`src/rtl/nmea_rmc_position_parser_macros.svh`:
```
// assertion helpers shared by the parser top level
`ifndef NMEA_RMC_POSITION_PARSER_MACROS_SVH
`define NMEA_RMC_POSITION_PARSER_MACROS_SVH

// same-cycle implication, checked outside reset
`define NRP_ASSERT_IMP(lbl, ante, cons, msg) \
  lbl: assert property (@(posedge clk) disable iff (!rst_n) (ante) |-> (cons)) \
    else $error(msg);

// next-cycle implication, checked outside reset
`define NRP_ASSERT_NEXT(lbl, ante, cons, msg) \
  lbl: assert property (@(posedge clk) disable iff (!rst_n) (ante) |=> (cons)) \
    else $error(msg);

`endif

```
`src/rtl/nrp_pkg.sv`:
```
package nrp_pkg;

  // ascii codes used by the parser
  localparam logic [7:0] CH_LF    = 8'h0A;
  localparam logic [7:0] CH_CR    = 8'h0D;
  localparam logic [7:0] CH_SPACE = 8'h20;
  localparam logic [7:0] CH_TILDE = 8'h7E;
  localparam logic [7:0] CH_COMMA = 8'h2C;
  localparam logic [7:0] CH_DOT   = 8'h2E;
  localparam logic [7:0] CH_ZERO  = 8'h30;
  localparam logic [7:0] CH_NINE  = 8'h39;
  localparam logic [7:0] CH_A     = 8'h41;
  localparam logic [7:0] CH_S     = 8'h53;
  localparam logic [7:0] CH_W     = 8'h57;

  // sentence header length and field numbers of interest
  localparam logic [2:0] HDR_LEN    = 3'd6;
  localparam logic [2:0] HDR_MISS   = 3'd7;
  localparam logic [3:0] FLD_STATUS = 4'd2;
  localparam logic [3:0] FLD_LAT    = 4'd3;
  localparam logic [3:0] FLD_LAT_H  = 4'd4;
  localparam logic [3:0] FLD_LON    = 4'd5;
  localparam logic [3:0] FLD_LON_H  = 4'd6;
  localparam logic [2:0] MIN_NUM_LEN = 3'd4;

  localparam logic [23:0] INT_SAT = 24'hFFFFFF;

  // reciprocal constants: floor(n/100) = (n*RECIP100)>>31 for 24 bit n,
  // floor(y/60) = (y*RECIP60)>>36 for 30 bit y
  localparam logic [24:0] RECIP100   = 25'd21474837;
  localparam int          RECIP100_SH = 31;
  localparam logic [30:0] RECIP60    = 31'd1145324613;
  localparam int          RECIP60_SH = 36;
  localparam logic [23:0] E7         = 24'd10000000;
  localparam logic [31:0] SAT_LIMIT  = 32'd2000000000;

  // raw number as collected by the parser
  typedef struct packed {
    logic [23:0] int_part;
    logic [23:0] frac_part;
    logic [2:0]  frac_count;
    logic        long_enough;
  } num_raw_t;

  // one queued line result
  typedef struct packed {
    num_raw_t lat;
    num_raw_t lon;
    logic     lat_neg;
    logic     lon_neg;
  } line_job_t;

  // "$GPRMC" header characters
  function automatic logic [7:0] header_char(input logic [2:0] idx);
    logic [7:0] ch;
    case (idx)
      3'd0:    ch = 8'h24;
      3'd1:    ch = 8'h47;
      3'd2:    ch = 8'h50;
      3'd3:    ch = 8'h52;
      3'd4:    ch = 8'h4D;
      3'd5:    ch = 8'h43;
      default: ch = 8'h00;
    endcase
    return ch;
  endfunction

  // powers of ten up to 10^7
  function automatic logic [23:0] pow10(input logic [2:0] e);
    logic [23:0] p;
    case (e)
      3'd0:    p = 24'd1;
      3'd1:    p = 24'd10;
      3'd2:    p = 24'd100;
      3'd3:    p = 24'd1000;
      3'd4:    p = 24'd10000;
      3'd5:    p = 24'd100000;
      3'd6:    p = 24'd1000000;
      default: p = 24'd10000000;
    endcase
    return p;
  endfunction

endpackage

```
`src/rtl/nrp_queue.sv`:
```
module nrp_queue (
  input  logic               clk,
  input  logic               rst_n,
  input  logic               push,
  input  nrp_pkg::line_job_t push_job,
  output logic               full,
  input  logic               pop,
  output logic               valid,
  output nrp_pkg::line_job_t pop_job
);
  import nrp_pkg::*;

  line_job_t  mem_r [2];
  logic       wr_ptr_r, rd_ptr_r;
  logic [1:0] count_r, count_nxt;

  assign full    = (count_r == 2'd2);
  assign valid   = (count_r != 2'd0);
  assign pop_job = mem_r[rd_ptr_r];

  // occupancy
  always_comb begin
    count_nxt = count_r;
    if (push && !(pop && valid)) begin
      count_nxt = count_r + 2'd1;
    end else if (!push && pop && valid) begin
      count_nxt = count_r - 2'd1;
    end
  end

  always_ff @(posedge clk) begin
    if (!rst_n) begin
      wr_ptr_r <= 1'b0;
      rd_ptr_r <= 1'b0;
      count_r  <= '0;
    end else begin
      count_r <= count_nxt;
      if (push) begin
        wr_ptr_r <= ~wr_ptr_r;
      end
      if (pop && valid) begin
        rd_ptr_r <= ~rd_ptr_r;
      end
    end
  end

  // storage
  always_ff @(posedge clk) begin
    if (push) begin
      mem_r[wr_ptr_r] <= push_job;
    end
  end

endmodule

```
`config.mk`:
```
export PLATFORM = sky130hd
export DESIGN_NAME = nrp_queue
export DESIGN_NICKNAME = d
export VERILOG_FILES = /design/src/rtl/nmea_rmc_position_parser_macros.svh /design/src/rtl/nrp_pkg.sv /design/src/rtl/nrp_queue.sv
export SDC_FILE = /design/constraint.sdc
export NUM_CORES = 1
export LEC_CHECK = 0
export ABC_AREA = 1
export BUFFER_PORTS_ARGS = -buffer_cell sky130_fd_sc_hd__buf_2
export CORE_MARGIN = 8
export CORE_UTILIZATION = 56
export DETAILED_ROUTE_END_ITERATION = 10
export PLACE_DENSITY = 0.84
export SLEW_MARGIN = 0
export SYNTH_ARGS = -nofsm -noshare
export SYNTH_HDL_FRONTEND = slang
export SYNTH_SLANG_ARGS = --single-unit
```
`constraint.sdc`:
```
create_clock -name clk -period 8.6 [get_ports clk]
set_input_delay 0.86 -clock clk [delete_from_list [all_inputs] [get_ports clk]]
set_output_delay 0.86 -clock clk [all_outputs]
set_load 0.005 [all_outputs]
```
==> impl_metrics.toml <==
[worst_hold_path]
whs_path_depth = 2
hp-start = "rd_ptr_r"
holdCritPathClass = "reg -> reg"

[cts]
postCtsHoldBufs = 0
clkSinkCount = 217
cts-buffers-inserted = 22
root_buffer = "clkbuf_16"
clock_path_buffers = 3
htreeDepth = 1
cts_tree = "built"
cts.repair.resized = 0
postCtsSetupRepairBufs = 0
clk_latency_ns = 0.48
clk_pin_slew_ns = 0.06

[worst_setup_path]
slowest_stage = "buf_4"
worst-path-max-fanout = 72
slowest_delay_ns = 0.88
reg2reg_slack_ns = 6.48
required_ns = 7.74
timing.rr.start = "wr_ptr_r"
worstPathArrival_ns = 2.75
rr_worst_depth = 3
endpoint_kind = "primary output"
critPathLaunchType = "flip-flop"
crit_chain = "buf_4 -> mux2_2 -> buf_2"
criticalPathCategory = "reg -> out"
worstReg2RegEnd = "mem_r[1][34]"

[die]
die_w_um = 136
rows = 43
dieArea_mm2 = 0.0184
fp.coreArea_mm2 = 0.0139
dieHeight_um = 136
pin_count = 218
start_util = 0.577

[timing]
finalCriticalPeriod_ns = 3.61
finalMaxSlewViolations = 0
hold_violations = 0
slew_headroom = 0.298
fin_worst_skew_ns = 0.00590
period_share = 0.419
fin_setup_tns_ns = 0
grt_setup_unrepaired = "no"
worst_slack_ns = 4.99
fin_hold_ws_ns = 0.523
setup_viol = 0
fmax_mhz = 277
worstMarginPinSlew_ns = 1.05

[synthesis]
synth_seq_area_share = 0.804
syn-num-nets = 476
syn-instance-count = 366
synth_seq_cells = 217
synth_warnings = 0
synth_cell_types = 14
syn_avg_cell_area_um2 = 22.0
synth_area_mm2 = 0.00804

[finish]
n_fill_cell = 869
multiInputGateArea_mm2 = 0.00145
regArea_mm2 = 0.00647
layout_common_cells = "buf_2, edfxtp_1, mux2_2"
nets = 709
syn2layout_area_growth_pct = 25.2
drive_above_1_share = 0.593
fin_cells = 796
final_common_cell = "buf_2"

[grt]
busiest_layer = "met2"
use_met1 = 0.196
met3_usage = 0.0516
gr-total-overflow = 0
grtUsageTotal = 0.164
grt_antenna_before_repair = 0
grt_first_pass_wirelength_um = 23800
grtUsageMet2 = 0.283
grt_max_degree = 73
grt_pass1_vias = 4573

[drt]
drt-vias-per-instance = 5.18
routed_wl_um = 16000
drc = 0
vias = 4123
wl_per_cell_um = 20.1
postRouteAntennaNets = 0
first_pass_iters = 4
drt_iter0_markers = 239

[placement]
hpwl_um = 11200
dp_cells = 755
io_buffers = 217
gp_congestion = 0.717
pre_cts_slack_ns = 5.49

[power]
irDropWorstVdd_mv = 0.247
leakage_nw = 3.90
p_total_mw = 2.47
power_density_mw_per_mm2 = 245

[job]
drv_cap = 0

[status]
outcome = "completed"
==> sequential cells by signal (all words and copies together) (netlist names), named ones only <==
name / flops
mem_r: 212
rd_ptr_r: 1
wr_ptr_r: 1
count_r: 2
==> report_power, final <==
group	internal (mW)	switching, mW	total [mW]
combinational	0.129	0.110	0.239
clock	0.608	0.372	0.979
sequential	1.22	0.0227	1.25
==> worst max-delay path by stage <==
stage,start,endpoint,cells past startpoint
finish,flip-flop,pop_job[21],3
global route,flip-flop,pop_job[24],3
CTS,flip-flop,pop_job[21],3
detailed placement,flip-flop,pop_job[21],3
global placement,flip-flop,pop_job[40],3
floorplan,push,mem_r[0][0],2
==> worst max-delay path: cells and delay by family (launching register included) <==
family / cells / cell delay, ns
mux: 1 / 0.44
flops: 1 / 0.72
buf+inv: 2 / 1.01
==> Yosys cell counts (all sizes together) <==
cell | number | share of area
nand3 | 2 | 0.0012
xor2 | 1 | 0.0011
edfxtp | 212 | 0.79
nor2 | 8 | 0.0037
mux2 | 106 | 0.17
buf | 12 | 0.012
nand2 | 8 | 0.0037
o21ai | 1 | 0.00062
nor3 | 2 | 0.0012
a31oi | 1 | 0.00078
inv | 8 | 0.0037
dfxtp | 5 | 0.012
==> kinds of logic after synthesis <==
logic type	after synthesis	synth area share
AOI/OAI and AO/OA	2	0.00140
xor gates and xnor gates	1	0.00109
buffers and inverters	20	0.0159
DFF	217	0.804
muxes	106	0.167
and+or+nand+nor	20	0.00996
==> per-layer routing <==
metal / vias to the layer above / wire length [um]
li1: 1904 / -
met1: 2016 / 6010
met2: 182 / 8040
met3: 21 / 1710
met4: 0 / 244
met5: - / 0
==> cell type report <==
class | count | share of cell area
diodes | 1 | 0.000249
clock buffers | 24 | 0.0576
clock inverters | 16 | 0.0184
inverters | 8 | 0.00323
multi-input cells | 129 | 0.144
flip-flops and latches | 217 | 0.643
well taps | 180 | 0.0224
repair buffers | 221 | 0.111
==> per-stage QoR <==
step | instance area (um^2) | utilization
3_3_place_gp | 9300 | 0.667
3_5_place_dp | 9300 | 0.667
2_1_floorplan | 8040 | -
4_1_cts | 10100 | 0.722
5_1_grt | 10100 | 0.722
6_report | 10100 | 0.722
Note: power is estimated with default switching activity, not from simulation.
