[config.mk]
export PLATFORM = sky130hd
export DESIGN_NAME = nrp_front
export DESIGN_NICKNAME = d
export VERILOG_FILES = /design/src/rtl/nmea_rmc_position_parser_macros.svh /design/src/rtl/nrp_pkg.sv /design/src/rtl/nrp_front.sv
export SDC_FILE = /design/constraint.sdc
export NUM_CORES = 1
export LEC_CHECK = 0
export BUFFER_PORTS_ARGS = -buffer_cell sky130_fd_sc_hd__buf_2
export CORE_MARGIN = 5
export CORE_UTILIZATION = 35
export DETAILED_ROUTE_END_ITERATION = 7
export HOLD_SLACK_MARGIN = 0.06
export PLACE_DENSITY = 0.62
export REMOVE_ABC_BUFFERS = 1
export SYNTH_ARGS = -nofsm -noshare
export SYNTH_HDL_FRONTEND = slang
export SYNTH_SLANG_ARGS = --single-unit
[constraint.sdc]
create_clock -name clk -period 5.3 [get_ports clk]
set_clock_uncertainty 0.1 [all_clocks]
set_input_delay 1.06 -clock clk [delete_from_list [all_inputs] [get_ports clk]]
set_output_delay 1.06 -clock clk [all_outputs]
set_load 0.03 [all_outputs]
[src/rtl/nmea_rmc_position_parser_macros.svh]
// assertion helpers shared by the parser top level
`ifndef NMEA_RMC_POSITION_PARSER_MACROS_SVH
`define NMEA_RMC_POSITION_PARSER_MACROS_SVH

// same-cycle implication, checked outside reset
`define NRP_ASSERT_IMP(lbl, ante, cons, msg) \
  lbl: assert property (@(posedge clk) disable iff (!rst_n) (ante) |-> (cons)) \
    else $error(msg);

// next-cycle implication, checked outside reset
`define NRP_ASSERT_NEXT(lbl, ante, cons, msg) \
  lbl: assert property (@(posedge clk) disable iff (!rst_n) (ante) |=> (cons)) \
    else $error(msg);

`endif

[src/rtl/nrp_pkg.sv]
package nrp_pkg;

  // ascii codes used by the parser
  localparam logic [7:0] CH_LF    = 8'h0A;
  localparam logic [7:0] CH_CR    = 8'h0D;
  localparam logic [7:0] CH_SPACE = 8'h20;
  localparam logic [7:0] CH_TILDE = 8'h7E;
  localparam logic [7:0] CH_COMMA = 8'h2C;
  localparam logic [7:0] CH_DOT   = 8'h2E;
  localparam logic [7:0] CH_ZERO  = 8'h30;
  localparam logic [7:0] CH_NINE  = 8'h39;
  localparam logic [7:0] CH_A     = 8'h41;
  localparam logic [7:0] CH_S     = 8'h53;
  localparam logic [7:0] CH_W     = 8'h57;

  // sentence header length and field numbers of interest
  localparam logic [2:0] HDR_LEN    = 3'd6;
  localparam logic [2:0] HDR_MISS   = 3'd7;
  localparam logic [3:0] FLD_STATUS = 4'd2;
  localparam logic [3:0] FLD_LAT    = 4'd3;
  localparam logic [3:0] FLD_LAT_H  = 4'd4;
  localparam logic [3:0] FLD_LON    = 4'd5;
  localparam logic [3:0] FLD_LON_H  = 4'd6;
  localparam logic [2:0] MIN_NUM_LEN = 3'd4;

  localparam logic [23:0] INT_SAT = 24'hFFFFFF;

  // reciprocal constants: floor(n/100) = (n*RECIP100)>>31 for 24 bit n,
  // floor(y/60) = (y*RECIP60)>>36 for 30 bit y
  localparam logic [24:0] RECIP100   = 25'd21474837;
  localparam int          RECIP100_SH = 31;
  localparam logic [30:0] RECIP60    = 31'd1145324613;
  localparam int          RECIP60_SH = 36;
  localparam logic [23:0] E7         = 24'd10000000;
  localparam logic [31:0] SAT_LIMIT  = 32'd2000000000;

  // raw number as collected by the parser
  typedef struct packed {
    logic [23:0] int_part;
    logic [23:0] frac_part;
    logic [2:0]  frac_count;
    logic        long_enough;
  } num_raw_t;

  // one queued line result
  typedef struct packed {
    num_raw_t lat;
    num_raw_t lon;
    logic     lat_neg;
    logic     lon_neg;
  } line_job_t;

  // "$GPRMC" header characters
  function automatic logic [7:0] header_char(input logic [2:0] idx);
    logic [7:0] ch;
    case (idx)
      3'd0:    ch = 8'h24;
      3'd1:    ch = 8'h47;
      3'd2:    ch = 8'h50;
      3'd3:    ch = 8'h52;
      3'd4:    ch = 8'h4D;
      3'd5:    ch = 8'h43;
      default: ch = 8'h00;
    endcase
    return ch;
  endfunction

  // powers of ten up to 10^7
  function automatic logic [23:0] pow10(input logic [2:0] e);
    logic [23:0] p;
    case (e)
      3'd0:    p = 24'd1;
      3'd1:    p = 24'd10;
      3'd2:    p = 24'd100;
      3'd3:    p = 24'd1000;
      3'd4:    p = 24'd10000;
      3'd5:    p = 24'd100000;
      3'd6:    p = 24'd1000000;
      default: p = 24'd10000000;
    endcase
    return p;
  endfunction

endpackage

[src/rtl/nrp_front.sv]
module nrp_front #(
  parameter int FRAC_DIGITS = 5,
  parameter int MAX_FIELDS  = 12
) (
  input  logic               clk,
  input  logic               rst_n,
  input  logic               accept,
  input  logic [7:0]         rx_byte,
  output logic               push,
  output nrp_pkg::line_job_t push_job
);
  import nrp_pkg::*;

  typedef enum logic [2:0] {
    PH_INT  = 3'b001,
    PH_FRAC = 3'b010,
    PH_STOP = 3'b100
  } phase_t;

  localparam logic [3:0] LAST_FIELD = 4'(MAX_FIELDS - 1);
  localparam logic [2:0] FRAC_MAX   = 3'(FRAC_DIGITS);

  logic        nonempty_r, nonempty_nxt;
  logic [2:0]  prefix_r, prefix_nxt;
  logic        hdr_ok_r, hdr_ok_nxt;
  logic [3:0]  fidx_r, fidx_nxt;
  logic [2:0]  flen_r, flen_nxt;
  logic        status_r, status_nxt;
  phase_t      phase_r, phase_nxt;
  logic [23:0] int_r, int_nxt;
  logic [23:0] frac_r, frac_nxt;
  logic [2:0]  fcnt_r, fcnt_nxt;
  num_raw_t    lat_r, lat_nxt, lon_r, lon_nxt;
  logic        lat_neg_r, lat_neg_nxt, lon_neg_r, lon_neg_nxt;

  logic        is_eol, is_print, is_digit, field_sep;
  logic [3:0]  digit;
  logic [27:0] int_mul;
  num_raw_t    cur_num, empty_num;

  assign is_eol    = (rx_byte == CH_LF) || (rx_byte == CH_CR);
  assign is_print  = (rx_byte >= CH_SPACE) && (rx_byte <= CH_TILDE);
  assign is_digit  = (rx_byte >= CH_ZERO) && (rx_byte <= CH_NINE);
  assign digit     = 4'(rx_byte - CH_ZERO);
  assign field_sep = (rx_byte == CH_COMMA) && (fidx_r < LAST_FIELD);
  assign int_mul   = {4'b0, int_r} * 28'd10 + 28'(digit);

  // the number of the field now being read
  always_comb begin
    cur_num.int_part    = int_r;
    cur_num.frac_part   = frac_r;
    cur_num.frac_count  = fcnt_r;
    cur_num.long_enough = (flen_r >= MIN_NUM_LEN);
    empty_num = '0;
  end

  // line end result, with the open field taken in
  always_comb begin
    push_job.lat     = (fidx_r == FLD_LAT) ? cur_num : lat_r;
    push_job.lon     = (fidx_r == FLD_LON) ? cur_num : lon_r;
    push_job.lat_neg = lat_neg_r;
    push_job.lon_neg = lon_neg_r;
    push = accept && is_eol && nonempty_r && hdr_ok_r && status_r;
  end

  // byte parser
  always_comb begin
    nonempty_nxt = nonempty_r;
    prefix_nxt   = prefix_r;
    hdr_ok_nxt   = hdr_ok_r;
    fidx_nxt     = fidx_r;
    flen_nxt     = flen_r;
    status_nxt   = status_r;
    phase_nxt    = phase_r;
    int_nxt      = int_r;
    frac_nxt     = frac_r;
    fcnt_nxt     = fcnt_r;
    lat_nxt      = lat_r;
    lon_nxt      = lon_r;
    lat_neg_nxt  = lat_neg_r;
    lon_neg_nxt  = lon_neg_r;
    if (accept && is_eol) begin
      nonempty_nxt = 1'b0;
      prefix_nxt   = '0;
      hdr_ok_nxt   = 1'b0;
      fidx_nxt     = '0;
      flen_nxt     = '0;
      status_nxt   = 1'b0;
      phase_nxt    = PH_INT;
      int_nxt      = '0;
      frac_nxt     = '0;
      fcnt_nxt     = '0;
      lat_nxt      = empty_num;
      lon_nxt      = empty_num;
      lat_neg_nxt  = 1'b0;
      lon_neg_nxt  = 1'b0;
    end else if (accept && is_print) begin
      nonempty_nxt = 1'b1;
      // header match
      if (prefix_r < HDR_LEN) begin
        if (rx_byte == header_char(prefix_r)) begin
          prefix_nxt = prefix_r + 3'd1;
          if (prefix_r == HDR_LEN - 3'd1) begin
            hdr_ok_nxt = 1'b1;
          end
        end else begin
          prefix_nxt = HDR_MISS;
        end
      end
      if (field_sep) begin
        // close the field
        if (fidx_r == FLD_LAT) begin
          lat_nxt = cur_num;
        end else if (fidx_r == FLD_LON) begin
          lon_nxt = cur_num;
        end
        fidx_nxt  = fidx_r + 4'd1;
        flen_nxt  = '0;
        phase_nxt = PH_INT;
        int_nxt   = '0;
        frac_nxt  = '0;
        fcnt_nxt  = '0;
      end else begin
        if (fidx_r == FLD_STATUS) begin
          status_nxt = (flen_r == 3'd0) && (rx_byte == CH_A);
        end
        if ((flen_r == 3'd0) && ((rx_byte == CH_S) || (rx_byte == CH_W))) begin
          if (fidx_r == FLD_LAT_H) begin
            lat_neg_nxt = 1'b1;
          end else if (fidx_r == FLD_LON_H) begin
            lon_neg_nxt = 1'b1;
          end
        end
        // number syntax
        case (phase_r)
          PH_INT: begin
            if (is_digit) begin
              int_nxt = (int_mul > {4'b0, INT_SAT}) ? INT_SAT : int_mul[23:0];
            end else if (rx_byte == CH_DOT) begin
              phase_nxt = PH_FRAC;
            end else begin
              phase_nxt = PH_STOP;
            end
          end
          PH_FRAC: begin
            if (is_digit) begin
              if (fcnt_r < FRAC_MAX) begin
                frac_nxt = 24'(frac_r * 24'd10) + 24'(digit);
                fcnt_nxt = fcnt_r + 3'd1;
              end
            end else begin
              phase_nxt = PH_STOP;
            end
          end
          default: begin
            phase_nxt = PH_STOP;
          end
        endcase
        if (flen_r < 3'd7) begin
          flen_nxt = flen_r + 3'd1;
        end
      end
    end
  end

  always_ff @(posedge clk) begin
    if (!rst_n) begin
      nonempty_r <= 1'b0;
      prefix_r   <= '0;
      hdr_ok_r   <= 1'b0;
      fidx_r     <= '0;
      flen_r     <= '0;
      status_r   <= 1'b0;
      phase_r    <= PH_INT;
      int_r      <= '0;
      frac_r     <= '0;
      fcnt_r     <= '0;
      lat_r      <= '0;
      lon_r      <= '0;
      lat_neg_r  <= 1'b0;
      lon_neg_r  <= 1'b0;
    end else begin
      nonempty_r <= nonempty_nxt;
      prefix_r   <= prefix_nxt;
      hdr_ok_r   <= hdr_ok_nxt;
      fidx_r     <= fidx_nxt;
      flen_r     <= flen_nxt;
      status_r   <= status_nxt;
      phase_r    <= phase_nxt;
      int_r      <= int_nxt;
      frac_r     <= frac_nxt;
      fcnt_r     <= fcnt_nxt;
      lat_r      <= lat_nxt;
      lon_r      <= lon_nxt;
      lat_neg_r  <= lat_neg_nxt;
      lon_neg_r  <= lon_neg_nxt;
    end
  end

endmodule

==> flow_summary.json <==
{
  "wl_met3_mm": 1.60,
  "met1Wirelength_mm": 16.6,
  "synth_enable_flop_cells": 0,
  "ff2ff_setup_slack_ps": 1160,
  "drv_slew": 0,
  "fin_cells": 2027,
  "clk_pin_slew_worst_paths_ps": 80,
  "hold_end": "lon_r[31]",
  "wire_per_inst_um": 16.7,
  "seq_power_share_pct": 48.5,
  "critPathArrivalTime_ps": 2980,
  "firstDrtPassIters": 5,
  "ys_warn_count": 0,
  "routed.top_layer": "met4",
  "ys_seq_area_share_pct": 28.4,
  "areaGrowthSynthToFinish_pct": 12.6,
  "p_total_mw": 2.70,
  "syn_inst": 1500,
  "vias": 11076,
  "io_pins": 118,
  "htree_num_levels": 4,
  "cts_made_buffers": 17,
  "outcome": "finished, final reports clean",
  "leakage_nw": 5.92,
  "clockBufferDepth": 2,
  "fin_crit_ps": 4140,
  "ys_types": 85,
  "fp.coreArea_sq_um": 34500,
  "drive_gt1_share_pct": 19.4,
  "synthesis.area_sq_um": 12200,
  "drc": 0,
  "crit_type": "flop to output port",
  "drt_iter0_markers": 760,
  "crit_path_end_kind": "output port",
  "grt_max_degree": 84,
  "dp_cells": 1994,
  "cts_resized": 0,
  "grt_overflow": 0,
  "final_common_cell": "nor2_1",
  "grt_pass1_wl_mm": 55.7,
  "portBuffers": 117,
  "power_density_nw_per_um2": 197,
  "dp.final_hpwl_mm": 24.0,
  "die_y_um": 197,
  "viasPerCell": 5.46,
  "switchingPower_mw": 0.726,
  "period_share_pct": 78.2,
  "initial_core_util_pct": 35.3,
  "async_flop_share_pct": 0,
  "min_from": "lon_r[31]",
  "design_area_sq_um": 13700,
  "final_nets": 1676,
  "cts_root_buf": "clkbuf_16",
  "cp_max_fo": 35,
  "antenna_found_initial": 1,
  "post_cts_buffers": 0,
  "fill_cells": 3482,
  "rr_startpoint": "int_r[1]",
  "ant_nets": 0,
  "grt_usage_pct": 17.3,
  "holdPathStages": 2,
  "min_path_type": "flop to flop",
  "cts_tree": "done",
  "row_count": 68,
  "vdd_drop_max_mv": 0.231,
  "final_cell_mix": "nor2_1, dfxtp_1, a21oi_1, nand2_1, buf_2",
  "combPwrFrac_pct": 3.7,
  "r2r_end": "int_r[1]",
  "hold_ws_ps": 374,
  "slew_headroom_pct": 27.5,
  "clock_latency_ps": 450,
  "cts_hold_buf": 0,
  "final_hold_viol_count": 0,
  "routed_wl_mm": 33.9,
  "dpl-instance-area_sq_um": 13100,
  "first_global_vias": 10567,
  "synth_seq_cells": 173,
  "max_freq_ghz": 0.241,
  "wl_met2_mm": 15.3,
  "p_int_mw": 1.98,
  "drv_cap": 0,
  "r2r_cells": 13,
  "sw_frac_of_total_pct": 26.8,
  "rsz0062_at_grt": "no",
  "clkPwrFrac_pct": 47.8,
  "ys.flop_type": "dfxtp_1",
  "worst-slew-pin-transition_ps": 1080,
  "cts.sinks": 173,
  "dieArea_sq_um": 38600,
  "startpoint_type": "flop",
  "setup_viol": 0,
  "critical_path_required_ps": 4140,
  "place.gp.congestion": 0.895,
  "die-width_um": 197,
  "syn_avg_cell_area_sq_um": 8.12,
  "fin_util_pct": 39.8
}
-- registers in the layout, summed over array words and instances, names as in the netlist --
register and count:
fcnt_r 3, nonempty_r 1, lat_neg_r 1, hdr_ok_r 1, fidx_r 4, lat_r 52, int_r 24, frac_r 24
flen_r 3, prefix_r 3, status_r 1, lon_neg_r 1, lon_r 52, phase_r 3
-- layer usage --
| layer | global-route usage [%] | vias up |
|---|---|---|
| met1 | 24.6 | 5262 |
| li1 | - | 5523 |
| met3 | 2.72 | 27 |
| met2 | 28.0 | 264 |
| met5 | 0 | - |
| met4 | 3.44 | 0 |
-- cell usage after synthesis (21+ instances only) --
master / count / share of area, %
a21o_1: 27 / 1.7
nor2_1: 184 / 5.7
ha_1: 103 / 11
dfxtp_1: 173 / 28
mux2_2: 103 / 9.5
xor2_1: 22 / 1.6
o31a_1: 21 / 1.5
o21ai_0: 83 / 3.4
nand2_1: 135 / 4.2
inv_1: 31 / 0.96
xnor2_1: 48 / 3.5
a21oi_1: 139 / 5.7
nor3_1: 78 / 3.2
nand3_1: 38 / 1.6
clkbuf_1: 69 / 2.1
-- worst max path at each step --
stage / start / end / depth (start not counted) / slack, ps
3_3_place_gp: int_r[1] / int_r[10] / 13 / 1290
5_1_grt: int_r[1] / int_r[21] / 13 / 900
4_1_cts: fidx_r[1] / push_job[52] / 6 / 1120
2_1_floorplan: rx_byte[6] / lon_r[0] / 8 / -1350
3_5_place_dp: rx_byte[1] / int_r[21] / 11 / 1190
6_report: fidx_r[1] / push_job[49] / 6 / 1160
-- power groups by stage --
stage | Combinational, mW | Clock [mW] | Sequential [mW]
4_1_cts | 0.0987 | 1.33 | 1.31
6_report | 0.0995 | 1.29 | 1.31
2_1_floorplan | 0.0648 | 0 | 1.34
5_1_grt | 0.111 | 1.38 | 1.31
3_5_place_dp | 0.0980 | 0 | 1.34
3_3_place_gp | 0.0974 | 0 | 1.34
-- stage by stage --
step | setup slack (ps) | setup TNS, ps
2_1_floorplan | -1350 | -69950
5_1_grt | 902 | 0
3_3_place_gp | 1290 | 0
6_report | 1160 | 0
3_5_place_dp | 1190 | 0
4_1_cts | 1120 | 0
-- critical path: stages (launching register included) --
cell and delay [ps]:
dfxtp_1 410, inv_1 80, ha_1 190, nand2_2 780, buf_4 450, mux2_2 410
buf_2 190
-- cell type report --
| type | count | area [sq um] | area share (%) |
|---|---|---|---|
| inverters | 31 | 116 | 0.848 |
| diodes | 1 | 2.50 | 0.0182 |
| clock buffers | 18 | 429 | 3.13 |
| repair buffers | 131 | 716 | 5.22 |
| multi-input cells | 1204 | 8250 | 60.1 |
| well taps | 455 | 569 | 4.15 |
| clock inverters | 14 | 170 | 1.24 |
| flip-flops and latches | 173 | 3460 | 25.3 |
-- kinds of logic (layout without fill, tap and decap cells) --
kind of cell	after synthesis	after routing	synth area share, %
other cells	0	1	0
xor+xnor	70	70	5.03
mux	112	112	10.3
compound gates	356	356	18.5
flops	173	173	28.4
fa+ha+maj	107	107	11.2
simple gates	559	559	22.3
buf+inv	123	194	4.10
Power figures use the tool's default switching activity.
